$ cat config.mk
export PLATFORM = sky130hd
export DESIGN_NAME = ejtre_back
export DESIGN_NICKNAME = d
export VERILOG_FILES = /design/src/rtl/ejtre_pkg.sv /design/src/rtl/ejtre_back.sv
export SDC_FILE = /design/constraint.sdc
export NUM_CORES = 1
export LEC_CHECK = 0
export BUFFER_PORTS_ARGS = -buffer_cell sky130_fd_sc_hd__buf_2
export CORE_ASPECT_RATIO = 2
export CORE_MARGIN = 5
export CORE_UTILIZATION = 41
export DETAILED_ROUTE_END_ITERATION = 12
export GPL_ROUTABILITY_DRIVEN = 0
export GPL_TIMING_DRIVEN = 1
export PLACE_DENSITY = 0.7
export REMOVE_ABC_BUFFERS = 1
export SYNTH_ARGS = -nofsm -noshare
export SYNTH_HDL_FRONTEND = slang
export SYNTH_SLANG_ARGS = --single-unit
$ cat constraint.sdc
create_clock -name aclk -period 5.9 [get_ports aclk]
set_clock_uncertainty 0.2 [all_clocks]
set_input_delay 1.18 -clock aclk [delete_from_list [all_inputs] [get_ports aclk]]
set_output_delay 1.18 -clock aclk [all_outputs]
set_load 0.005 [all_outputs]
$ cat src/rtl/ejtre_pkg.sv
package ejtre_pkg;

    // Translation table geometry.
    localparam int TABLE_DEPTH = 24064;
    localparam int ADDR_W      = $clog2(TABLE_DEPTH);
    localparam logic [15:0] TABLE_DEPTH_W = 16'(TABLE_DEPTH);

    // Code classification constants.
    localparam logic [15:0] CODE_HIGH_BITS  = 16'h8080;
    localparam logic [15:0] CODE_LOW_LIMIT  = 16'hA1A1;
    localparam logic [15:0] CODE_HIGH_LIMIT = 16'hFF00;
    localparam logic [15:0] CODE_BASE       = 16'hA180;
    localparam logic [7:0]  PRINT_LOW       = 8'h20;
    localparam logic [7:0]  PRINT_END       = 8'h7F;
    localparam logic [15:0] TERMINATOR      = 16'h000A;

    // Item kinds on the input channel.
    localparam logic MODE_DATA  = 1'b0;
    localparam logic MODE_TABLE = 1'b1;

    // Run length classes.
    localparam logic [1:0] RUN_EMPTY = 2'd0;
    localparam logic [1:0] RUN_ONE   = 2'd1;
    localparam logic [1:0] RUN_MANY  = 2'd2;

    // Queue between the front and the back; depth is a power of two.
    localparam int FIFO_DEPTH = 4;
    localparam int FIFO_PTR_W = $clog2(FIFO_DEPTH);
    localparam int FIFO_CNT_W = $clog2(FIFO_DEPTH + 1);

    // Most results one data byte can cause.
    localparam int MAX_RES = 3;

    typedef logic [FIFO_CNT_W-1:0] fifo_cnt_t;
    typedef logic [FIFO_CNT_W:0]   fifo_occ_t;
    typedef logic [FIFO_PTR_W-1:0] fifo_ptr_t;

    // One classified data byte handed from the front to the back.
    typedef struct packed {
        logic [7:0]  data_byte;
        logic        end_of_data;
        logic        pair_ok;
        logic [15:0] pair_char;
    } ejtre_entry_t;

endpackage

$ cat src/rtl/ejtre_back.sv
module ejtre_back import ejtre_pkg::*; (
    input  logic         aclk,
    input  logic         aresetn,
    input  logic         q_valid,
    input  ejtre_entry_t q_entry,
    output logic         q_pop,
    output logic         m_valid,
    input  logic         m_ready,
    output logic [15:0]  m_code_unit,
    output logic         m_end_of_run,
    output logic         m_last
);

    // Run state.
    logic        lead_pending_reg, lead_pending_next;
    logic        skipping_reg, skipping_next;
    logic [15:0] held_char_reg, held_char_next;
    logic [1:0]  run_class_reg, run_class_next;

    // Result buffer; entry 0 is the beat on the output.
    logic [15:0] out_unit_reg [MAX_RES];
    logic        out_eor_reg [MAX_RES];
    logic [1:0]  out_cnt_reg;

    logic [15:0] res_unit [MAX_RES];
    logic        res_eor [MAX_RES];
    logic [1:0]  res_n;

    logic        do_add;
    logic        do_close;
    logic [15:0] add_val;
    logic        out_acc;

    assign m_valid      = (out_cnt_reg != 2'd0);
    assign m_code_unit  = out_unit_reg[0];
    assign m_end_of_run = out_eor_reg[0];
    assign m_last       = (out_cnt_reg == 2'd1);
    assign out_acc      = m_valid && m_ready;

    // Take the next byte once the buffer is empty or its last beat leaves.
    assign q_pop = q_valid && ((out_cnt_reg == 2'd0) || ((out_cnt_reg == 2'd1) && m_ready));

    // Classify the byte against the run state.
    always_comb begin
        lead_pending_next = lead_pending_reg;
        skipping_next     = skipping_reg;
        do_add            = 1'b0;
        do_close          = 1'b0;
        add_val           = q_entry.pair_char;
        if (lead_pending_reg) begin
            lead_pending_next = 1'b0;
            if (q_entry.pair_ok) begin
                do_add = 1'b1;
            end else begin
                do_close      = 1'b1;
                skipping_next = (q_entry.data_byte != 8'd0);
            end
        end else if (skipping_reg) begin
            if (q_entry.data_byte == 8'd0) begin
                skipping_next = 1'b0;
                do_close      = 1'b1;
            end
        end else if (q_entry.data_byte < PRINT_LOW) begin
            do_close = 1'b1;
        end else if (q_entry.data_byte < PRINT_END) begin
            do_add  = 1'b1;
            add_val = {8'd0, q_entry.data_byte};
        end else begin
            lead_pending_next = 1'b1;
        end
        if (q_entry.end_of_data) begin
            lead_pending_next = 1'b0;
            skipping_next     = 1'b0;
            do_close          = 1'b1;
        end
    end

    // Build the results: held character, new character, terminator.
    always_comb begin
        run_class_next = run_class_reg;
        held_char_next = held_char_reg;
        res_n          = 2'd0;
        for (int i = 0; i < MAX_RES; i++) begin
            res_unit[i] = TERMINATOR;
            res_eor[i]  = 1'b0;
        end
        if (do_add) begin
            case (run_class_reg)
                RUN_EMPTY: begin
                    held_char_next = add_val;
                    run_class_next = RUN_ONE;
                end
                RUN_ONE: begin
                    res_unit[0]    = held_char_reg;
                    res_unit[1]    = add_val;
                    res_n          = 2'd2;
                    run_class_next = RUN_MANY;
                end
                default: begin
                    res_unit[0]    = add_val;
                    res_n          = 2'd1;
                    run_class_next = RUN_MANY;
                end
            endcase
        end
        if (do_close) begin
            if (run_class_next >= RUN_MANY) begin
                res_unit[res_n] = TERMINATOR;
                res_eor[res_n]  = 1'b1;
                res_n           = res_n + 2'd1;
            end
            run_class_next = RUN_EMPTY;
            held_char_next = 16'd0;
        end
    end

    always_ff @(posedge aclk) begin
        if (!aresetn) begin
            lead_pending_reg <= 1'b0;
            skipping_reg     <= 1'b0;
            held_char_reg    <= 16'd0;
            run_class_reg    <= RUN_EMPTY;
            out_cnt_reg      <= 2'd0;
        end else begin
            if (q_pop) begin
                lead_pending_reg <= lead_pending_next;
                skipping_reg     <= skipping_next;
                held_char_reg    <= held_char_next;
                run_class_reg    <= run_class_next;
                out_cnt_reg      <= res_n;
            end else if (out_acc) begin
                out_cnt_reg <= out_cnt_reg - 2'd1;
            end
        end
        // Result payload: load on a new byte, shift down on each beat sent.
        if (q_pop) begin
            for (int i = 0; i < MAX_RES; i++) begin
                out_unit_reg[i] <= res_unit[i];
                out_eor_reg[i]  <= res_eor[i];
            end
        end else if (out_acc) begin
            for (int i = 0; i < MAX_RES - 1; i++) begin
                out_unit_reg[i] <= out_unit_reg[i+1];
                out_eor_reg[i]  <= out_eor_reg[i+1];
            end
        end
    end

endmodule

Word-level counts from Yosys, hierarchy flattened

Memories as Yosys holds them, arrays and structs flattened.
Cells that the tools add are included.

Input bits: 30
Memories kept: 2
Logic and storage cells: 97
Bits in registers: 22
Bits in writable memories: 51
Output and inout port bits: 20

Add/subtract/negate cells: 2
Mux-type cells: 57
Bitwise operators: 8
Magnitude comparators: 5
Equal/unequal tests: 3
Reduce and logical (&&, ||, !) cells: 15

Memories:

| name         | words | bits a word | read ports | clocked after Yosys merged registers in | wr ports | line             | RTL |
|---|---|---|---|---|---|---|---|
| out_unit_reg | 3     | 16          | 3          | 0                                       | 3        | ejtre_back.sv:21 | `logic [15:0] out_unit_reg [MAX_RES];` |
| out_eor_reg  | 3     | 1           | 3          | 0                                       | 3        | ejtre_back.sv:22 | `logic out_eor_reg [MAX_RES];` |

Operators by type and width:

| operator           | number |
|---|---|
| $mux 16            | 11 |
| $mux 48            | 2 |
| $and 42x42->42     | 1 |
| $not 42->42        | 1 |
| $demux 16 s2       | 1 |
| $mux 32            | 1 |
| $pmux 16 s2        | 1 |
| $mux 1             | 29 |
| $mux 2             | 8 |
| $logic_not 8->1    | 1 |
| $lt 8x6->1 const B | 1 |
| $lt 8x7->1 const B | 1 |
| $reduce_bool 2->1  | 4 |
| $reduce_bool 8->1  | 1 |
| $mux 3             | 2 |
| $or 6x6->6         | 1 |
| $eq 2x1->1 const B | 2 |
| $logic_and 1x1->1  | 4 |
| $logic_not 2->1    | 2 |
| $or 1x1->1         | 4 |
| $pmux 2 s2         | 1 |
| $ge 3x3->1 const B | 1 |
| $lt 3x1->1 const B | 1 |
| $ne 3x3->1 const B | 1 |
| 8 further kinds    | 8 |

Logic depth before layout (Yosys ltp)

Gate-level depths: netlist of the first run.

Word-level depth: 16
Gate-level depth with buffers: 11
Gate-level depth less buffers: 9

Worst setup path before layout of the first run

Ideal clock, no wire load.

Path kind: input to register
From: input port q_entry[24] (netlist name)
To: memory out_unit_reg[0][0], data pin
Stages: 10
Path buffers: 1
Data arrival time: 3.123 ns
Data required time: 5.439 ns
Setup time: 0.261 ns
Path slack: 2.316 ns
Cell sequence: or2_2 > o211ai_1 > buf_2 > nand2_1 > nand2_1 > ha_1 > o31ai_1 > o2bb2ai_1 > nor3_1 > a221o_1

RTL lines:

| what            | line             | RTL |
|---|---|---|
| start, declared | ejtre_back.sv:5  | `input ejtre_entry_t q_entry,` |
| end, declared   | ejtre_back.sv:21 |  |

==> results.yml, run 1 <==
clock_network:
  hold_buffers: 0
  clk_latency_ps: 320
  ctsResizeCount: 0
  clk_pin_slew_ps: 40
  cts_sinks: 57
  cts_tree: "yes"
  cts_setup_buffers: 0
  cts_buffers: 9
  cts.path.max_buffers: 2
  root_buffer: "clkbuf_16"
  cts-htree-levels: 3
setup_path:
  worstSetupEndpointType: "register"
  crit_fanout: 22
  path_class: "input port to register"
  cp.required_ps: 5760
  critical_path.most_common_cell: "nand2_1"
  critPathMaxStageDelay_ps: 450
  slowest_stage: "o2bb2ai_1"
  cp_top_family: "compound AO/OA/AOI/OAI gates"
  path_cells: "buf_2, or2_2, o211ai_1, buf_4, nand2_1, nand2_1, ha_1, o31ai_1, o2bb2ai_1, nor3_1, a221o_1"
  critPathArrivalTime_ps: 3570
  start_kind: "input port"
  cp.buffers_inverters: 2
global_routing:
  gr-usage-all-layers_pct: 15.19
  grt_pass1_vias: 2208
  grt_antenna_before_repair: 0
  grt_max_degree: 38
  globalRouteOverflowTotal: 0
  grt_pass1_wl_um: 10630
detailed_routing:
  routed_wl_um: 6713
  drc: 0
  dr.pass1.iters: 4
  drtAntennaViolNets: 0
  vias: 2213
  routed_via_density: 5.704
  wl_per_cell_um: 17.30
  drt_iter0_drc: 169
final_layout:
  final_cells: 388
  regArea_um2: 1491
  largest_reg_flops: 32
  mostFrequentLayoutCells: "49 x buf_2, 35 x edfxtp_1, 22 x dfxtp_1"
  nets: 329
  diodes: 0
  fin_area_um2: 3457
  fill_cells: 621
  syn2layout_area_growth_pct: 17.93
  multi_input_area_um2: 1216
  fin_util_pct: 49.81
  layout_commonest_cell: "buf_2"
  drive_gt1_share_pct: 28.52
floorplanning:
  placementRows: 43
  design.core.area_um2: 6940
  dieArea_um2: 9043
  die_w_um: 69.79
  die_y_um: 129.6
  ios: 50
  initial_core_util_pct: 42.24
yosys:
  synth-edff-count: 35
  ys_seq_area_share_pct: 50.87
  syn_inst: 256
  synthArstFlopShare_pct: 0
  ys_ff_latch: 57
  synthesis.area_um2: 2932
  synth_cell_type_count: 45
  synthFlopType: "edfxtp_1"
  avgSynthCellArea_um2: 11.45
  yosysWarnings: 0
sta:
  hold_viol_final: 0
  finalSetupViolations: 0
  fmax_ghz: 0.2694
  fin_crit_sh_pct: 62.92
  tightest_slew_ps: 1006
  rsz0062_at_grt: "false"
  fin_crit_ps: 3712
  timing.slew.headroom_pct: 32.79
  whs_ps: 273.0
  tns_ps: 0
  drv_slew: 0
placed_design:
  hpwl_um: 4869
  post_dp_cell_area_um2: 3133
  dp.cells: 372
  numPortBuffers: 49
hold_path:
  hp-class: "register to register"
power:
  leakagePower_nw: 1.406
  ir_worst_vdd_mv: 0.1784
  cellPowerDensity_nw_per_um2: 405.5
status:
  outcome: "finished clean"
flow_run:
  cap_violations: 0
## power breakdown
group	internal (mW)	total, mW	switching, mW
clock	0.392	0.557	0.165
sequential	0.534	0.561	0.0269
combinational	0.103	0.285	0.181
## worst paths after layout
path	end	depth (start not counted)	from	slack, ps
max	out_unit_reg[0][6]$_DFFE_PP_	11	q_entry[24]	2190
min	held_char_reg[5]$_SDFFE_PN0P_	1	held_char_reg[5]$_SDFFE_PN0P_	270
max reg2reg	out_unit_reg[0][6]$_DFFE_PP_	7	lead_pending_reg$_SDFFE_PN0P_	2850
min reg2reg	held_char_reg[5]$_SDFFE_PN0P_	1	held_char_reg[5]$_SDFFE_PN0P_	270
## Yosys cell counts, drive strengths merged (8+ instances only)
cell,n,area share [%]
edfxtp,35,36
buf,22,5.7
dfxtp,22,15
nand2,20,2.6
and3,17,3.6
nor2,14,2.0
a221o,13,4.4
nor3,10,1.9
a22o,9,2.7
inv,9,1.2
mux2i,9,3.1
o2bb2ai,9,4.4
a21oi,8,1.4
## worst register-to-register path, cell delays in order, from the launching register on
cell and delay (ps):
dfxtp_1 380, nor3_2 200, o211ai_1 130, buf_4 240
a211o_1 370, ha_1 290, a211oi_2 840, a221o_1 280
## per-stage QoR
| stage | total power [mW] | setup WS (ps) |
|---|---|---|
| 2_1_floorplan | 0.7297 | 1707 |
| 3_3_place_gp | 0.8499 | 2005 |
| 3_5_place_dp | 0.8573 | 1907 |
| 4_1_cts | 1.415 | 2202 |
| 5_1_grt | 1.467 | 2012 |
| 6_report | 1.402 | 2188 |
## cell families (layout without fill, tap and decap cells)
logic type,count (synthesis),after routing,synth area share (%)
adders and majority gates,6,6,2.561
DFF,57,57,50.87
and+or+nand+nor,77,77,13.87
buffers and inverters,37,79,7.640
xor gates and xnor gates,1,1,0.2988
muxes,9,9,3.073
AOI/OAI and AO/OA,69,69,21.68
## metal layers
metal | share of wire [%] | vias up | GRT usage, % | routed length [um]
met5 | 0 | - | 0 | 0
met3 | 4.1 | 17 | 3.261 | 278
met4 | 3.2 | 0 | 9.368 | 214
met1 | 37 | 1098 | 14.65 | 2454
li1 | - | 1045 | - | -
met2 | 56 | 53 | 28.78 | 3765
## layout make-up
class                           count  share of cell area [%]
Sequential cell                    57                   43.14
Clock buffer                       14                   7.637
Timing Repair Buffer               53                   7.962
Inverter                           10                   1.086
Tap cell                           90                   3.257
Multi-Input combinational cell    162                   35.18
Clock inverter                      2                   1.737
Note: power is estimated with default switching activity, not from simulation.
==> inputs of run 2 (changes only) <==
==> constraint.sdc (replaced) <==
create_clock -name aclk -period 3.79 [get_ports aclk]
set_clock_uncertainty 0.2 [all_clocks]
set_input_delay 0.758 -clock aclk [delete_from_list [all_inputs] [get_ports aclk]]
set_output_delay 0.758 -clock aclk [all_outputs]
set_load 0.005 [all_outputs]
==> results.yml, run 2 (synthesis gave the netlist of run 1 again) <==
clock_network:
  clk_pin_slew_ps: 50
  root_buffer: "clkbuf_16"
  cts_tree: "yes"
  ctsResizeCount: 0
  hold_buffers: 0
  cts_setup_buffers: 0
  cts.path.max_buffers: 2
  clk_latency_ps: 320
  cts-htree-levels: 3
  cts_sinks: 57
  cts_buffers: 9
floorplanning:
  placementRows: 43
  design.core.area_um2: 6940
  die_y_um: 129.6
  dieArea_um2: 9043
  initial_core_util_pct: 42.24
  ios: 50
  die_w_um: 69.79
final_layout:
  regArea_um2: 1491
  fin_area_um2: 3456
  fill_cells: 648
  diodes: 0
  fin_util_pct: 49.79
  layout_commonest_cell: "buf_2"
  mostFrequentLayoutCells: "49 x buf_2, 35 x edfxtp_1, 22 x dfxtp_1"
  drive_gt1_share_pct: 29.57
  multi_input_area_um2: 1216
  nets: 332
  largest_reg_flops: 32
  syn2layout_area_growth_pct: 17.88
  final_cells: 391
setup_path:
  path_class: "input port to register"
  crit_fanout: 6
  cp.required_ps: 3660
  start_kind: "input port"
  worstSetupEndpointType: "register"
  critPathArrivalTime_ps: 3040
power:
  sw_frac_of_total_pct: 27.53
  combPwrFrac_pct: 21.4
  power.total_mw: 2.121
  switching_power_uw: 583.8
  intPower_mw: 1.537
  ir_worst_vdd_mv: 0.2213
  cellPowerDensity_nw_per_um2: 613.7
  leakagePower_nw: 1.414
  clkPwrFrac_pct: 37.6
  seqPwrFrac_pct: 41.0
detailed_routing:
  drt_iter0_drc: 106
  dr.pass1.iters: 4
  vias: 2212
  routed_via_density: 5.657
  routed_wl_um: 6821
  wl_per_cell_um: 17.45
  drc: 0
  drtAntennaViolNets: 0
sta:
  tightest_slew_ps: 875.4
  fin_crit_sh_pct: 83.66
  fin_crit_ps: 3171
  fmax_ghz: 0.3154
  rsz0062_at_grt: "false"
  finalSetupViolations: 0
  timing.slew.headroom_pct: 41.15
  drv_slew: 0
  tns_ps: 0
  whs_ps: 271.7
  hold_viol_final: 0
  fin_ws_ps: 619.3
global_routing:
  grt_max_degree: 30
  grt_pass1_wl_um: 10910
  gr-usage-all-layers_pct: 15.64
  globalRouteOverflowTotal: 0
  grt_antenna_before_repair: 0
  grt_pass1_vias: 2166
placed_design:
  dp.cells: 375
  numPortBuffers: 49
  hpwl_um: 4990
  post-place-ws_ps: 277.6
  post_dp_cell_area_um2: 3156
hold_path:
  hp-class: "register to register"
flow_run:
  cap_violations: 0
status:
  outcome: "finished clean"
## run 2: final timing paths
kind / start / slack (ps) / cells after the start / end
max: q_entry[23] / 620 / 10 / out_unit_reg[0][5]$_DFFE_PP_
max reg2reg: lead_pending_reg$_SDFFE_PN0P_ / 960 / 9 / out_unit_reg[0][5]$_DFFE_PP_
min: held_char_reg[1]$_SDFFE_PN0P_ / 270 / 1 / held_char_reg[1]$_SDFFE_PN0P_
min reg2reg: held_char_reg[1]$_SDFFE_PN0P_ / 270 / 1 / held_char_reg[1]$_SDFFE_PN0P_
## run 2: worst max-delay path: stages
cell and delay, ps:
buf_2 120, nand4_1 140, o211ai_1 400, nand2_1 200, nand2_1 180, ha_1 300
o31ai_1 110, o2bb2ai_1 450, nor3_1 110, a221o_1 270
## run 2: per-layer routing
layer	up-vias	GRT usage (%)	part of all wire, %
met5	-	0	0
met4	0	8.916	3.1
met3	16	4.115	3.9
met2	60	28.50	57
met1	1082	15.91	36
li1	1054	-	-
## run 2: power groups by stage
stage | sequential, mW | clock (mW) | combinational (mW)
after detailed placement | 0.881 | 0 | 0.460
after global routing | 0.885 | 0.840 | 0.498
after CTS | 0.870 | 0.811 | 0.463
after floorplan | 0.886 | 0 | 0.250
final | 0.869 | 0.797 | 0.455
after global placement | 0.876 | 0 | 0.455
## run 2: area by class of cell
class	instances	area share (%)
well taps	90	3.259
multi-input cells	162	35.19
clock inverters	3	1.159
clock buffers	13	7.531
flip-flops and latches	57	43.16
repair buffers	56	8.617
inverters	10	1.086
==> inputs of run 3 (changes only) <==
--- a/config.mk
+++ b/config.mk
@@ -12,7 +12,7 @@
 export DETAILED_ROUTE_END_ITERATION = 12
 export GPL_ROUTABILITY_DRIVEN = 0
 export GPL_TIMING_DRIVEN = 1
-export PLACE_DENSITY = 0.7
+export PLACE_DENSITY = 0.73
 export REMOVE_ABC_BUFFERS = 1
 export SYNTH_ARGS = -nofsm -noshare
 export SYNTH_HDL_FRONTEND = slang
==> constraint.sdc (replaced) <==
create_clock -name aclk -period 2.9 [get_ports aclk]
set_clock_uncertainty 0.2 [all_clocks]
set_input_delay 0.58 -clock aclk [delete_from_list [all_inputs] [get_ports aclk]]
set_output_delay 0.58 -clock aclk [all_outputs]
set_load 0.005 [all_outputs]
==> results.yml, run 3 (synthesis gave the netlist of run 1 again) <==
power:
  ir_worst_vdd_mv: 0.3327
  power.total_mw: 2.718
  leakagePower_nw: 1.485
  cellPowerDensity_nw_per_um2: 761.1
global_routing:
  grt_pass1_vias: 2291
  grt_pass1_wl_um: 10980
  grt_max_degree: 24
  grt_antenna_before_repair: 0
  globalRouteOverflowTotal: 0
  gr-usage-all-layers_pct: 15.59
setup_path:
  critPathArrivalTime_ps: 1820
  crit_fanout: 9
  cp.required_ps: 2120
  worstSetupEndpointType: "primary output"
  path_class: "register to primary output"
  start_kind: "register"
sta:
  tightest_slew_ps: 844.4
  fin_crit_ps: 2599
  fmax_ghz: 0.3847
  timing.slew.headroom_pct: 43.24
  fin_crit_sh_pct: 89.64
  finalSetupViolations: 0
  rsz0062_at_grt: "false"
  tns_ps: 0
  hold_viol_final: 0
  drv_slew: 0
final_layout:
  fin_util_pct: 51.45
  mostFrequentLayoutCells: "49 x buf_2, 35 x edfxtp_1, 24 x buf_4"
  largest_reg_flops: 32
  layout_commonest_cell: "buf_2"
  nets: 350
  regArea_um2: 1491
  fill_cells: 612
  drive_gt1_share_pct: 33.23
  diodes: 0
  fin_area_um2: 3571
  final_cells: 409
  syn2layout_area_growth_pct: 21.81
  multi_input_area_um2: 1216
clock_network:
  cts_tree: "yes"
  cts_sinks: 57
  ctsResizeCount: 0
  root_buffer: "clkbuf_16"
  cts_setup_buffers: 0
  clk_latency_ps: 320
  cts_buffers: 9
  hold_buffers: 0
  clk_pin_slew_ps: 50
  cts-htree-levels: 3
  cts.path.max_buffers: 2
hold_path:
  hp-class: "register to register"
detailed_routing:
  drt_iter0_drc: 178
  wl_per_cell_um: 16.72
  dr.pass1.iters: 5
  vias: 2247
  drtAntennaViolNets: 0
  routed_wl_um: 6839
  routed_via_density: 5.494
  drc: 0
floorplanning:
  dieArea_um2: 9043
  die_y_um: 129.6
  placementRows: 43
  ios: 50
  die_w_um: 69.79
  initial_core_util_pct: 42.24
  design.core.area_um2: 6940
flow_run:
  cap_violations: 0
status:
  outcome: "finished clean"
placed_design:
  post_dp_cell_area_um2: 3303
  hpwl_um: 5063
  numPortBuffers: 49
  dp.cells: 393
-- run 3: cell types whose count changed in the layout (fill, tap and decap cells not counted) --
cell,before,now
clkinvlp_4,0,1
clkbuf_8,2,1
bufinv_16,1,0
buf_4,7,24
buf_12,0,1
clkbuf_1,2,3
-- run 3: cell type report --
cell class	count	share of cell area (%)
Clock buffer	13	7.008
Sequential cell	57	41.77
Inverter	10	1.051
Multi-Input combinational cell	162	34.06
Clock inverter	3	0.4905
Timing Repair Buffer	74	12.47
Tap cell	90	3.153
-- run 3: final timing paths --
check | end | start | slack [ps] | cells past startpoint
max | q_pop | out_cnt_reg[0]$_SDFFE_PN0P_ | 300 | 6
min | held_char_reg[12]$_SDFFE_PN0P_ | held_char_reg[12]$_SDFFE_PN0P_ | 270 | 1
max reg2reg | held_char_reg[11]$_SDFFE_PN0P_ | lead_pending_reg$_SDFFE_PN0P_ | 420 | 6
min reg2reg | held_char_reg[12]$_SDFFE_PN0P_ | held_char_reg[12]$_SDFFE_PN0P_ | 270 | 1
-- run 3: per-stage QoR --
step                hold slack, ps  setup slack [ps]
floorplan                    239.3            -692.5
global placement             251.8             59.43
detailed placement           259.0            -14.27
CTS                          271.1             260.7
global route                 280.8             107.0
finish                       271.6             300.5
-- run 3: layer usage --
layer	global-route usage, %	up-vias	share of wire (%)
li1	-	1089	-
met1	14.92	1093	36
met2	30.56	54	58
met3	3.571	11	3.8
met4	7.449	0	2.3
met5	0	-	0
-- run 3: power by group --
group	total, mW	switching (mW)	internal, mW
Clock	0.934	0.338	0.596
Combinational	0.648	0.381	0.267
Sequential	1.14	0.0519	1.08
Total	2.72	0.771	1.95
-- run 3: critical path, cell delays in order, from the launching register on --
cell and delay [ps]:
dfxtp_1 410, inv_1 70, ha_1 250, a21o_1 170, nand2_1 80, clkinv_1 270, buf_2 240
