--- config.mk ---
export PLATFORM = sky130hd
export DESIGN_NAME = ejtre_fifo
export DESIGN_NICKNAME = d
export VERILOG_FILES = /design/src/rtl/ejtre_pkg.sv /design/src/rtl/ejtre_fifo.sv
export SDC_FILE = /design/constraint.sdc
export NUM_CORES = 1
export LEC_CHECK = 0
export ABC_AREA = 0
export ABC_CLOCK_PERIOD_IN_PS = 1900
export BUFFER_PORTS_ARGS = -buffer_cell sky130_fd_sc_hd__buf_2
export CAP_MARGIN = 20
export CORE_MARGIN = 2
export CORE_UTILIZATION = 56
export CTS_BUF_LIST = sky130_fd_sc_hd__clkbuf_4 sky130_fd_sc_hd__clkbuf_8 sky130_fd_sc_hd__clkbuf_16
export DETAILED_ROUTE_END_ITERATION = 10
export PLACE_DENSITY = 0.78
export SYNTH_ARGS = -nofsm -noshare
export SYNTH_HDL_FRONTEND = slang
export SYNTH_SLANG_ARGS = --single-unit
--- constraint.sdc ---
create_clock -name aclk -period 1.9 [get_ports aclk]
set_clock_uncertainty 0.05 [all_clocks]
set_input_delay 0.38 -clock aclk [delete_from_list [all_inputs] [get_ports aclk]]
set_output_delay 0.38 -clock aclk [all_outputs]
set_load 0.1 [all_outputs]
--- src/rtl/ejtre_pkg.sv ---
package ejtre_pkg;

    // Translation table geometry.
    localparam int TABLE_DEPTH = 24064;
    localparam int ADDR_W      = $clog2(TABLE_DEPTH);
    localparam logic [15:0] TABLE_DEPTH_W = 16'(TABLE_DEPTH);

    // Code classification constants.
    localparam logic [15:0] CODE_HIGH_BITS  = 16'h8080;
    localparam logic [15:0] CODE_LOW_LIMIT  = 16'hA1A1;
    localparam logic [15:0] CODE_HIGH_LIMIT = 16'hFF00;
    localparam logic [15:0] CODE_BASE       = 16'hA180;
    localparam logic [7:0]  PRINT_LOW       = 8'h20;
    localparam logic [7:0]  PRINT_END       = 8'h7F;
    localparam logic [15:0] TERMINATOR      = 16'h000A;

    // Item kinds on the input channel.
    localparam logic MODE_DATA  = 1'b0;
    localparam logic MODE_TABLE = 1'b1;

    // Run length classes.
    localparam logic [1:0] RUN_EMPTY = 2'd0;
    localparam logic [1:0] RUN_ONE   = 2'd1;
    localparam logic [1:0] RUN_MANY  = 2'd2;

    // Queue between the front and the back; depth is a power of two.
    localparam int FIFO_DEPTH = 4;
    localparam int FIFO_PTR_W = $clog2(FIFO_DEPTH);
    localparam int FIFO_CNT_W = $clog2(FIFO_DEPTH + 1);

    // Most results one data byte can cause.
    localparam int MAX_RES = 3;

    typedef logic [FIFO_CNT_W-1:0] fifo_cnt_t;
    typedef logic [FIFO_CNT_W:0]   fifo_occ_t;
    typedef logic [FIFO_PTR_W-1:0] fifo_ptr_t;

    // One classified data byte handed from the front to the back.
    typedef struct packed {
        logic [7:0]  data_byte;
        logic        end_of_data;
        logic        pair_ok;
        logic [15:0] pair_char;
    } ejtre_entry_t;

endpackage

--- src/rtl/ejtre_fifo.sv ---
module ejtre_fifo import ejtre_pkg::*; (
    input  logic         aclk,
    input  logic         aresetn,
    input  logic         push,
    input  ejtre_entry_t push_entry,
    input  logic         pop,
    output logic         head_valid,
    output ejtre_entry_t head_entry,
    output fifo_cnt_t    count
);

    ejtre_entry_t entries_reg [FIFO_DEPTH];
    fifo_ptr_t    wr_ptr_reg;
    fifo_ptr_t    rd_ptr_reg;
    fifo_cnt_t    count_reg;
    fifo_cnt_t    count_next;

    assign head_valid = (count_reg != '0);
    assign head_entry = entries_reg[rd_ptr_reg];
    assign count      = count_reg;

    always_comb begin
        count_next = count_reg;
        if (push && !pop) begin
            count_next = count_reg + fifo_cnt_t'(1);
        end else if (pop && !push) begin
            count_next = count_reg - fifo_cnt_t'(1);
        end
    end

    // Circular buffer with separate read and write pointers.
    always_ff @(posedge aclk) begin
        if (!aresetn) begin
            wr_ptr_reg <= '0;
            rd_ptr_reg <= '0;
            count_reg  <= '0;
        end else begin
            if (push) begin
                wr_ptr_reg <= wr_ptr_reg + fifo_ptr_t'(1);
            end
            if (pop) begin
                rd_ptr_reg <= rd_ptr_reg + fifo_ptr_t'(1);
            end
            count_reg <= count_next;
        end
        if (push) begin
            entries_reg[wr_ptr_reg] <= push_entry;
        end
    end

endmodule

=== Word-level counts from Yosys, hierarchy flattened ===
Memory sizes are Yosys's and may differ from the RTL's. A register that Yosys moved wholly into a read port is not among the register bits.
Index checks and enable logic that the tools add are counted.
Widths: inputs -> output; s select.

* Memory bits (writable): 104
* Register bits after elaboration: 7
* Input bits: 30
* Word-level logic and storage cells: 20
* Memories: 1

{| class="wikitable"
|+ Memories
! memory !! words !! bits a word !! rd ports !! clocked after Yosys merged registers in !! wr ports !! RTL line !! text
|-
| entries_reg || 4 || 26 || 1 || 1 || 1 || ejtre_fifo.sv:12 || <nowiki>ejtre_entry_t entries_reg [FIFO_DEPTH];</nowiki>
|}

* Reduce and logical (&&, ||, !) cells: 6
* $add $sub $neg: 4
* Multiplexer cells: 6

{| class="wikitable"
|+ Operators by type and width
! cell !! number
|-
| $mux 3 || 2
|-
| $add 2x1->2 const B || 2
|-
| $mux 2 || 2
|-
| $add 3x1->3 const B || 1
|-
| $reduce_bool 3->1 || 1
|-
| $sub 3x1->3 const B || 1
|-
| $logic_and 1x1->1 || 2
|-
| $logic_not 1->1 || 2
|-
| $mux 1 || 2
|-
| $reduce_bool 2->1 || 1
|}

=== Longest topological paths before layout ===
Gate-level depths: netlist of run 1.

* Word-level depth: 4
* Depth in mapped cells: 7
* Mapped depth without buffers: 7

=== Worst setup path before layout of run 1 ===
OpenSTA, ideal clock, no wires.

* Path kind: flip-flop to output port
* Start: register count_reg[0] (netlist: count[0])
* End: output port head_valid
* Cell stages (with the launch flop): 2
* Arrival: 1.816 ns
* Path slack: -0.346 ns
* Required time: 1.470 ns
* Path through: dfxtp_1 > or3_1

* Cells in the longest elaborated chain, start to end: 1

{| class="wikitable"
|+ Ends and longest elaborated chain
! what !! RTL line !! text
|-
| from (decl) || ejtre_fifo.sv:15 || <nowiki>fifo_cnt_t count_reg;</nowiki>
|-
| from (signal assigned) || ejtre_fifo.sv:44 || <nowiki>count_reg <= count_next;</nowiki>
|-
| $reduce_bool 3->1 || ejtre_fifo.sv:18 || <nowiki>assign head_valid = (count_reg != '0);</nowiki>
|-
| to (decl) || ejtre_fifo.sv:7 || <nowiki>output logic head_valid,</nowiki>
|}

No other way between the ends.

==> impl_summary.txt, run 1 <==
----------------------------------------------------
[Outcome]
  Run status ... finished with violations
  Violations in the final reports ... setup timing

[Critical path]
  Critical path class ... reg -> out
  Maximum fanout count along the critical path ... 11
  Register-to-register path setup slack ... roughly 0.35 ns
  Worst EP required ... around 1.5 ns
  Worst r2r path cells ... 4
  Critical path startpoint category ... flip-flop
  CP max stage delay ... 0.55 ns
  Cell type group with the largest total delay on the critical path ... multiplexers
  Number of buffers and inverters on the critical path ... 2
  Destination of the worst register-to-register timing path ... count[2]
  Ordered list of cells on the worst path ... buf_12 -> mux4_2 -> buf_8
  Critical path's slowest cell ... mux4_2
  Arrival time at the worst endpoint ... 1.81 ns
  Crit end category ... output port
  Reg2Reg Launch Point ... count[0]

[Place]
  I/O Buffers ... a little under 60
  Cell area reported after detailed placement ... roughly 5100 µm²
  HPWL after detailed placement ... 5060 µm
  Placed Instances ... ~350
  Final weighted congestion of routability-driven global placement ... 0.703

[Floorplan]
  I/O Pins ... 60
  Die height ... 91.0 µm
  Die outline width ... a little over 90 µm
  Std-Cell Rows ... 31
  DIE AREA ... 8280 µm²
  Floorplan Core Area ... between 7000 and 8000 µm²
  Starting density of the core ... about three fifths

[Route]
  Wirelength, routed ... between 9000 and 10000 µm
  Count of antenna-violating nets left after detailed routing ... 0
  Via count ... 2162
  First drt pass iteration count ... 5
  Ratio of routed vias to standard cells ... between 5 and 6
  Detail-routed net length per standard cell ... ~25 µm
  Post-detailed-route DRC marker count ... 0
  Number of DRC markers after the initial detailed-route iteration ... 199

[Global route]
  Global-route wire length before repair ... ~14000 µm
  Number of global-route vias before repair ... 2352
  Overall Global Routing Usage ... a little under a quarter
  Initial antenna violation count ... 0
  Pin count of the biggest net entering global routing ... 27
  Total congestion overflow after global routing ... 0

[Cells and area]
  Net count of the finished layout ... between 300 and 400
  Final Instance Count excl. Fillers ... roughly 380
  Cell area after layout ... 5670 µm²
  FILL cells ... 388
  Synth-to-Final Area Change ... 33.8%
  Ratio of cells with drive above 1 in the final layout ... a little under half
  Flip-flop count of the largest register after layout ... around 100
  Number of antenna diodes ... 0

[Pwr]
  Net load switching power ... between 2 and 2.5 mW
  Sequential group share of total power ... approximately two fifths
  Power per standard cell area ... roughly 1300 nW/µm²
  Clock network fraction of total power ... a little under two fifths
  Share of total power in combinational logic ... a little under a quarter
  Worst voltage drop across the vdd grid ... roughly 900 µV
  Static leakage power ... approximately 2.0 nW
  Power Internal ... 5.23 mW
  Net Sw Frac ... 29.2%

[CTS]
  Buffer type at the clock tree root ... clkbuf_8
  Total CTS buffers ... 17
  H-Tree Depth ... 4
  Maximum clock insertion buffer count ... 2
  Clock sink count ... ~110
  Post-CTS setup repair buffer count ... 0
  Count of hold buffers inserted by post-cts repair ... 0
  Clock tree from TritonCTS ... done
  CTS clock-pin slew for the worst setup and hold paths ... approximately 0.06 ns
  Clk_lat worst skew ... 0.50 ns

[Synth]
  Synth async-reset ratio ... 0%
  Syn Std Cell Area ... ~4200 µm²
  Most numerous cell in the Yosys netlist ... edfxtp_1
  Post-Syn Nets ... about 210
  Biggest area consumer among synthesized cells ... edfxtp_1
  Sequential-to-total area share from yosys stat ... between 70% and 80%
  Synth top area share ... between 70 and 80%
  Syn Inst Count ... around 180
  Top flip-flop cell by instance count after synthesis ... edfxtp_1
  Mean post-synth cell area ... around 24 µm²
  EDFF count, synth ... 104
  Synth area leaders ... edfxtp_1, mux4_2, dfxtp_1
  Number of library cell types mapped by synthesis ... 20
  Leading post-synthesis cells by instance count ... edfxtp_1, mux4_2, and2_1, dfxtp_1, mux4_1
  Syn. warnings ... 0
  Total of flip-flops plus latches after synthesis ... ~110

[Timing]
  Final setup vio count ... 26
  Highest clock rate ... ~450 MHz
  Relative max-transition margin ... approximately 68%
  Final critical-path share of the clock period ... 118%
  RSZ-0062 raised after global routing ... true
  Final hold vios ... 0
  Minimum clock period after layout ... around 2.2 ns
  Final critical-path setup slack ... -0.337 ns
  Actual transition at the worst max-transition pin ... 0.483 ns
  Pins Over Slew Limit ... 0

[Hold path]
  Endpoint with the worst hold slack ... entries_reg[3][13]
  Worst Hold Launch ... push_entry[13]
  Hold Path Cell Cnt ... 1
  Worst min-delay path class ... in -> reg

[Job]
  Maxcap violations ... 0

----------------------------------------------------
==> what timing repair did <==
| item | in CTS | in global routing |
|---|---|---|
| cloned | 0 | 0 |
| setup endpoints to repair | 27 | 26 |
| resized for setup | 34 | 3 |
==> kinds of logic after synthesis <==
kind of cell	share of synthesized area, %
mux	14.8
compound gates	0.295
fa+ha+maj	1.95
simple gates	2.01
buf+inv	1.92
xor+xnor	1.03
flops	78.0
==> per-layer routing <==
layer	vias to the layer above	track usage, %	wire (µm)
met3	12	7.22	631
met1	1133	27.4	3330
li1	908	-	-
met2	109	42.5	5190
met4	0	8.59	124
met5	-	0	0
==> worst max path at each step <==
stage | endpoint | cells after the start
after floorplan | head_entry[15] | 2
after CTS | head_entry[3] | 3
after detailed placement | count[2] | 8
after global placement | count[2] | 8
final | head_entry[19] | 3
after global routing | head_entry[19] | 3
==> power groups by stage <==
stage / sequential [mW] / clock [mW] / combinational, mW
6_report: 2.92 / 2.79 / 1.68
5_1_grt: 2.93 / 2.92 / 1.73
4_1_cts: 2.92 / 2.81 / 1.67
3_5_place_dp: 2.96 / 0 / 1.56
3_3_place_gp: 2.94 / 0 / 1.54
2_1_floorplan: 3.02 / 0 / 1.00
==> per-stage QoR <==
| step | worst slack, ns | util, % | power (mW) | TNS, ns | hold slack [ns] |
|---|---|---|---|---|---|
| floorplan | 0.0243 | - | 4.02 | 0 | 0.429 |
| detailed placement | 0.0164 | 69.3 | 4.51 | 0 | 0.438 |
| CTS | -0.370 | 77.5 | 7.40 | -9.06 | 0.0196 |
| global placement | 0.0544 | 69.3 | 4.48 | 0 | 0.432 |
| finish | -0.337 | 77.7 | 7.39 | -8.24 | 0.0481 |
| global route | -0.400 | 77.7 | 7.58 | -9.69 | 0.0304 |
==> final cells by class <==
| type | instances | area [µm²] | area share, % |
|---|---|---|---|
| well taps | 99 | 124 | 2.19 |
| clock buffers | 23 | 459 | 8.10 |
| repair buffers | 75 | 858 | 15.1 |
| clock inverters | 9 | 66.3 | 1.17 |
| flip-flops and latches | 113 | 3310 | 58.4 |
| multi-input cells | 55 | 835 | 14.7 |
| inverters | 4 | 15.0 | 0.265 |
==> placed cells by master (no fill, tap or decap) <==
master / instances
dfxtp_1: 5
inv_1: 4
clkinv_1: 5
nand2_1: 1
clkbuf_16: 16
mux2i_1: 2
xnor2_1: 2
clkbuf_4: 6
clkbuf_8: 1
or3_1: 1
clkinvlp_4: 1
or3_4: 1
buf_12: 27
buf_8: 5
clkinv_2: 2
nor2b_1: 2
and2_1: 9
fa_1: 1
buf_2: 32
o21ai_0: 1
mux4_2: 26
edfxtp_1: 104
dfxtp_4: 1
bufinv_16: 1
buf_4: 11
xor2_1: 3
dfxtp_2: 3
a21boi_0: 1
ha_1: 5
Power figures use the tool's default switching activity.
==> inputs of run 2 (changes only) <==
--- a/config.mk
+++ b/config.mk
@@ -14,6 +14,7 @@
 export CTS_BUF_LIST = sky130_fd_sc_hd__clkbuf_4 sky130_fd_sc_hd__clkbuf_8 sky130_fd_sc_hd__clkbuf_16
 export DETAILED_ROUTE_END_ITERATION = 10
 export PLACE_DENSITY = 0.78
+export RECOVER_POWER = 25
 export SYNTH_ARGS = -nofsm -noshare
 export SYNTH_HDL_FRONTEND = slang
 export SYNTH_SLANG_ARGS = --single-unit
==> run 2 against run 1 <==
The flow still finishes with violations (setup timing). Final area down 0.33%. Clock power about the same. Die area unchanged. Cell count unchanged. Setup slack worse by 0.0080 ns. Register-to-register slack about the same. Global-route usage unchanged. Clock-buffer cell count unchanged. Worst hold slack better by 0.011 ns. Combinational power about the same.
==> impl_summary.txt, run 2 (synthesis results as in run 1) <==
----------------------------------------------------
[Cells and area]
  Flip-flop count of the largest register after layout ... 104 (unchanged)
  Most used cells in the layout excluding fill and tap cells ... edfxtp_1, buf_12, mux4_2
  Final Instance Count excl. Fillers ... 378 (unchanged)
  Ratio of cells with drive above 1 in the final layout ... 42.3% (-5.4 points)
  Synth-to-Final Area Change ... 33.3%
  Leading cell type in the layout, fill and taps excluded ... edfxtp_1
  FILL cells ... 394 (+1.5%)
  Register cell area after layout ... 3310 µm² (unchanged)
  Net count of the finished layout ... 302 (unchanged)
  Number of antenna diodes ... 0 (unchanged)
  Multi-input gate area in the final layout ... 835 µm² (unchanged)

[CTS]
  Clock sink count ... 113 (unchanged)
  Count of hold buffers inserted by post-cts repair ... 0 (unchanged)
  Maximum clock insertion buffer count ... 2 (unchanged)
  Clock tree from TritonCTS ... done
  Post-CTS setup repair buffer count ... 0 (unchanged)
  Total CTS buffers ... 17 (unchanged)
  Buffer type at the clock tree root ... clkbuf_8
  CTS clock-pin slew for the worst setup and hold paths ... 0.05 ns (about the same)
  H-Tree Depth ... 4 (unchanged)
  Clk_lat worst skew ... 0.50 ns (about the same)

[Place]
  Final weighted congestion of routability-driven global placement ... 0.703 (unchanged)
  HPWL after detailed placement ... 5060 µm (unchanged)
  Worst Setup Slack post-DPL ... 0.0164 ns (unchanged)
  I/O Buffers ... 59 (unchanged)
  Placed Instances ... 346 (unchanged)

[Critical path]
  Worst EP required ... 1.47 ns (about the same)
  Maximum fanout count along the critical path ... 11 (unchanged)
  Crit end category ... output port
  Critical path startpoint category ... flip-flop
  Critical path class ... reg -> out
  Arrival time at the worst endpoint ... 1.81 ns (about the same)

[Global route]
  Pin count of the biggest net entering global routing ... 27 (unchanged)
  Initial antenna violation count ... 0 (unchanged)
  Overall Global Routing Usage ... 23.9% (unchanged)
  Global-route wire length before repair ... 13900 µm (unchanged)
  Number of global-route vias before repair ... 2352 (unchanged)
  Total congestion overflow after global routing ... 0 (unchanged)

[Route]
  Wirelength, routed ... 9280 µm (about the same)
  Post-detailed-route DRC marker count ... 0 (unchanged)
  Via count ... 2146 (-0.74%)
  Number of DRC markers after the initial detailed-route iteration ... 215 (+8.0%)
  First drt pass iteration count ... 5 (unchanged)
  Ratio of routed vias to standard cells ... 5.68 (-0.74%)
  Count of antenna-violating nets left after detailed routing ... 0 (unchanged)
  Detail-routed net length per standard cell ... 24.5 µm (about the same)

[Outcome]
  Violations in the final reports ... setup timing
  Run status ... finished with violations

[Floorplan]
  DIE AREA ... 8280 µm² (unchanged)
  Die height ... 91.0 µm (unchanged)
  Std-Cell Rows ... 31 (unchanged)
  Floorplan Core Area ... 7290 µm² (unchanged)
  Die outline width ... 91.0 µm (unchanged)
  Starting density of the core ... 58.1% (unchanged)
  I/O Pins ... 60 (unchanged)

[Timing]
  Final setup vio count ... 26 (unchanged)
  Final critical-path setup slack ... -0.345 ns (-0.00801 ns)
  Actual transition at the worst max-transition pin ... 0.483 ns (+0.000000834 ns)
  RSZ-0062 raised after global routing ... true
  Pins Over Slew Limit ... 0 (unchanged)
  Relative max-transition margin ... 68.0% (unchanged)
  Highest clock rate ... 446 MHz (-0.36%)
  Final critical-path share of the clock period ... 118% (+0.42 points)
  Minimum clock period after layout ... 2.24 ns (+0.00801 ns)
  Final hold vios ... 0 (unchanged)

[Hold path]
  Worst min-delay path class ... in -> reg

[Pwr]
  Worst voltage drop across the vdd grid ... 877 µV (about the same)
  Static leakage power ... 2.00 nW (-2.0%)
  Power per standard cell area ... 1310 nW/µm² (+0.26%)

[Job]
  Maxcap violations ... 0 (unchanged)

----------------------------------------------------
run 2: changes by cell type in the layout (fill, tap and decap cells not counted), sizes merged:
| cell | before | now |
|---|---|---|
| clkbuf | 23 | 38 |
| buf | 75 | 60 |
run 2: worst max-delay path, cell delays in order, from the launching register on:
cell     delay (ns)
dfxtp_4        0.39
buf_12         0.16
mux4_2         0.56
buf_12         0.19
run 2: repair_timing:
item | CTS | global route
pin swaps | 0 | 0
gates resized for setup | 34 | 3
endpoints found under the setup margin | 27 | 26
hold endpoints to repair | 0 | 0
run 2: worst paths after layout:
path | startpoint | end | slack [ns] | cells after the start
max | flip-flop | head_entry[3] | -0.34 | 3
min | push_entry[0] | entries_reg[3][0] | 0.06 | 1
max reg2reg | count[0] | count[2] | 0.35 | 4
min reg2reg | count[2] | count[2] | 0.48 | 2
run 2: stage by stage:
step	instance area (µm²)	hold slack, ns	total power, mW	setup TNS, ns	util [%]
floorplan	4240	0.429	4.02	0	-
global placement	5050	0.432	4.48	0	69.3
detailed placement	5050	0.438	4.51	0	69.3
CTS	5650	0.0196	7.40	-9.06	77.5
global route	5650	0.0505	7.57	-9.69	77.5
finish	5650	0.0594	7.39	-8.28	77.5
run 2: area by class of cell:
type | count | area share, %
clock buffer | 23 | 8.13
sequential | 113 | 58.6
inverter | 4 | 0.266
multi-input combinational | 55 | 14.8
tap | 99 | 2.19
timing repair buffer | 75 | 14.9
clock inverter | 9 | 1.17
run 2: power breakdown:
group | leakage, nW | internal (mW) | switching, mW
logic | 0.703 | 0.582 | 1.09
clock network | 0.262 | 1.79 | 1.01
registers | 1.03 | 2.86 | 0.0628
total | 2.00 | 5.23 | 2.16
run 2: layer usage:
layer	up-vias	part of all wire, %	GRT usage, %	routed length [µm]
li1	906	-	-	-
met1	1108	35	27.4	3270
met4	0	1.3	8.59	118
met3	14	7.3	7.22	675
met2	118	56	42.5	5220
met5	-	0	0	0
==> inputs of run 3 (changes only) <==
==> constraint.sdc (replaced) <==
create_clock -name aclk -period 1.9 [get_ports aclk]
set_clock_uncertainty 0.05 [all_clocks]
set_input_delay 0.19 -clock aclk [delete_from_list [all_inputs] [get_ports aclk]]
set_output_delay 0.19 -clock aclk [all_outputs]
set_load 0.1 [all_outputs]
==> run 3 against run 2 <==
The run still ends with setup timing left. Die area is the same. Worst hold slack gained 0.35 ns. Register-to-register slack lost 0.09 ns. Final area grew 6.7%. Fmax grew 4.1%. Non-clock buffer count grew 33. Wire length grew 6.6%. Sequential share of layout area shrank 3.7 points. Combinational power grew 2%. Setup slack gained 0.087 ns. Largest cell class unchanged.
==> impl_summary.txt, run 3 (synthesis results as in run 1) <==
----------------------------------------------------
[Timing]
  Final critical-path share of the clock period ... 114% (-4.6 points)
  Final critical-path setup slack ... -0.257 ns (+0.0875 ns)
  Relative max-transition margin ... 67.5% (-0.45 points)
  RSZ-0062 raised after global routing ... true
  Actual transition at the worst max-transition pin ... 0.490 ns (+0.00676 ns)
  Setup_tns ... -4.81 ns (+3.47 ns)
  Pins Over Slew Limit ... 0 (unchanged)
  Minimum clock period after layout ... 2.16 ns (-0.0875 ns)
  Final setup vio count ... 26 (unchanged)
  Highest clock rate ... 464 MHz (+4.1%)
  Final hold vios ... 0 (unchanged)

[Global route]
  Pin count of the biggest net entering global routing ... 27 (unchanged)
  Initial antenna violation count ... 0 (unchanged)
  Number of global-route vias before repair ... 2445 (+4.0%)
  Global-route wire length before repair ... 15000 µm (+7.7%)
  Total congestion overflow after global routing ... 0 (unchanged)
  Overall Global Routing Usage ... 25.8% (+1.8 points)

[Hold path]
  Worst min-delay path class ... in -> reg

[Cells and area]
  Synth-to-Final Area Change ... 42.3%
  Leading cell type in the layout, fill and taps excluded ... edfxtp_1
  Most used cells in the layout excluding fill and tap cells ... edfxtp_1, dlygate4sd3_1, buf_12
  Ratio of cells with drive above 1 in the final layout ... 39.1% (-3.2 points)
  Final Instance Count excl. Fillers ... 411 (+8.7%)
  Number of antenna diodes ... 0 (unchanged)
  Flip-flop count of the largest register after layout ... 104 (unchanged)
  Net count of the finished layout ... 335 (+11%)

[Critical path]
  Arrival time at the worst endpoint ... 1.92 ns (+0.11 ns)
  Worst EP required ... 1.66 ns (+0.19 ns)
  Register-to-register path setup slack ... 0.26 ns (-0.09 ns)
  Critical path class ... reg -> out
  Maximum fanout count along the critical path ... 5 (-6)
  Critical path startpoint category ... flip-flop
  Crit end category ... output port

[CTS]
  Clock tree from TritonCTS ... done
  H-Tree Depth ... 4 (unchanged)
  Total CTS buffers ... 17 (unchanged)
  Buffer type at the clock tree root ... clkbuf_8
  CTS clock-pin slew for the worst setup and hold paths ... 0.05 ns (about the same)
  Clk_lat worst skew ... 0.50 ns (about the same)
  Clock sink count ... 113 (unchanged)
  Maximum clock insertion buffer count ... 2 (unchanged)

[Route]
  Wirelength, routed ... 9890 µm (+6.6%)
  First drt pass iteration count ... 4 (-1)
  Ratio of routed vias to standard cells ... 5.44 (-4.3%)
  Detailed-routing wirelength on met1 ... 3650 µm (+12%)
  Detailed route wirelength on metal3 ... 658 µm (-2.5%)
  Routed met2 length ... 5460 µm (+4.7%)
  Post-detailed-route DRC marker count ... 0 (unchanged)
  Highest routed layer ... met4
  Number of DRC markers after the initial detailed-route iteration ... 214 (-0.47%)
  Via count ... 2234 (+4.1%)
  Detail-routed net length per standard cell ... 24.1 µm (-2.0%)
  Count of antenna-violating nets left after detailed routing ... 0 (unchanged)

[Floorplan]
  Starting density of the core ... 58.1% (unchanged)
  Floorplan Core Area ... 7290 µm² (unchanged)
  Die height ... 91.0 µm (unchanged)
  Std-Cell Rows ... 31 (unchanged)
  I/O Pins ... 60 (unchanged)
  DIE AREA ... 8280 µm² (unchanged)
  Die outline width ... 91.0 µm (unchanged)

[Pwr]
  Tot Pwr ... 7.84 mW (+6.1%)
  Power per standard cell area ... 1300 nW/µm² (-0.55%)
  Static leakage power ... 2.17 nW (+8.6%)
  Worst voltage drop across the vdd grid ... 819 µV (-6.7%)

[Place]
  Placed Instances ... 340 (-1.7%)
  I/O Buffers ... 59 (unchanged)
  Final weighted congestion of routability-driven global placement ... 0.707 (+0.57%)
  HPWL after detailed placement ... 4390 µm (-13%)

[Job]
  Maxcap violations ... 0 (unchanged)

[Outcome]
  Violations in the final reports ... setup timing
  Run status ... finished with violations

----------------------------------------------------
[run 3: worst paths after layout]
kind | startpoint | endpoint | depth (start not counted)
worst max-delay path | flip-flop | head_entry[24] | 4
worst min register to register | count[2] | count[2] | 2
worst max register to register | wr_ptr_reg[0] | entries_reg[1][0] | 3
worst min-delay path | push_entry[3] | entries_reg[2][3] | 2
[run 3: routing by layer]
layer | vias to the layer above | GRT usage, %
li1 | 977 | -
met5 | - | 0
met2 | 113 | 42.8
met1 | 1136 | 33.2
met3 | 8 | 5.98
met4 | 0 | 10.4
[run 3: power by group]
part	internal, mW	switching, mW
combinational	0.611	1.09
clock	2.13	1.08
sequential	2.86	0.0641
[run 3: area by class of cell]
type / instances / area [µm²]
flip-flops and latches: 113 / 3310
multi-input cells: 55 / 831
fillers: 347 / 1260
well taps: 99 / 124
inverters: 4 / 15.0
repair buffers: 108 / 1150
clock inverters: 13 / 168
clock buffers: 19 / 429
[run 3: metrics by stage]
stage	setup slack (ns)	cell area (µm²)	utilization, %	hold WS, ns
after floorplan	0.132	4240	-	0.239
after global placement	0.215	4990	68.5	0.354
after detailed placement	0.180	4990	68.5	0.361
after CTS	-0.269	6040	82.9	0.365
after global routing	-0.292	6030	82.7	0.422
final	-0.257	6030	82.7	0.413
[run 3: critical path, stage by stage (launching register included)]
cell and delay, ns:
dfxtp_4 0.40, buf_12 0.13, buf_12 0.12, mux4_2 0.57
buf_12 0.20
[run 3: repair_timing]
item / 4_1_cts / 5_1_grt
hold buffers: 30 / 0
gates resized for setup: 29 / 5
gates cloned: 1 / 0
setup buffers: 5 / 5
setup endpoints to repair: 26 / 26
endpoints found under the hold margin: 113 / 0
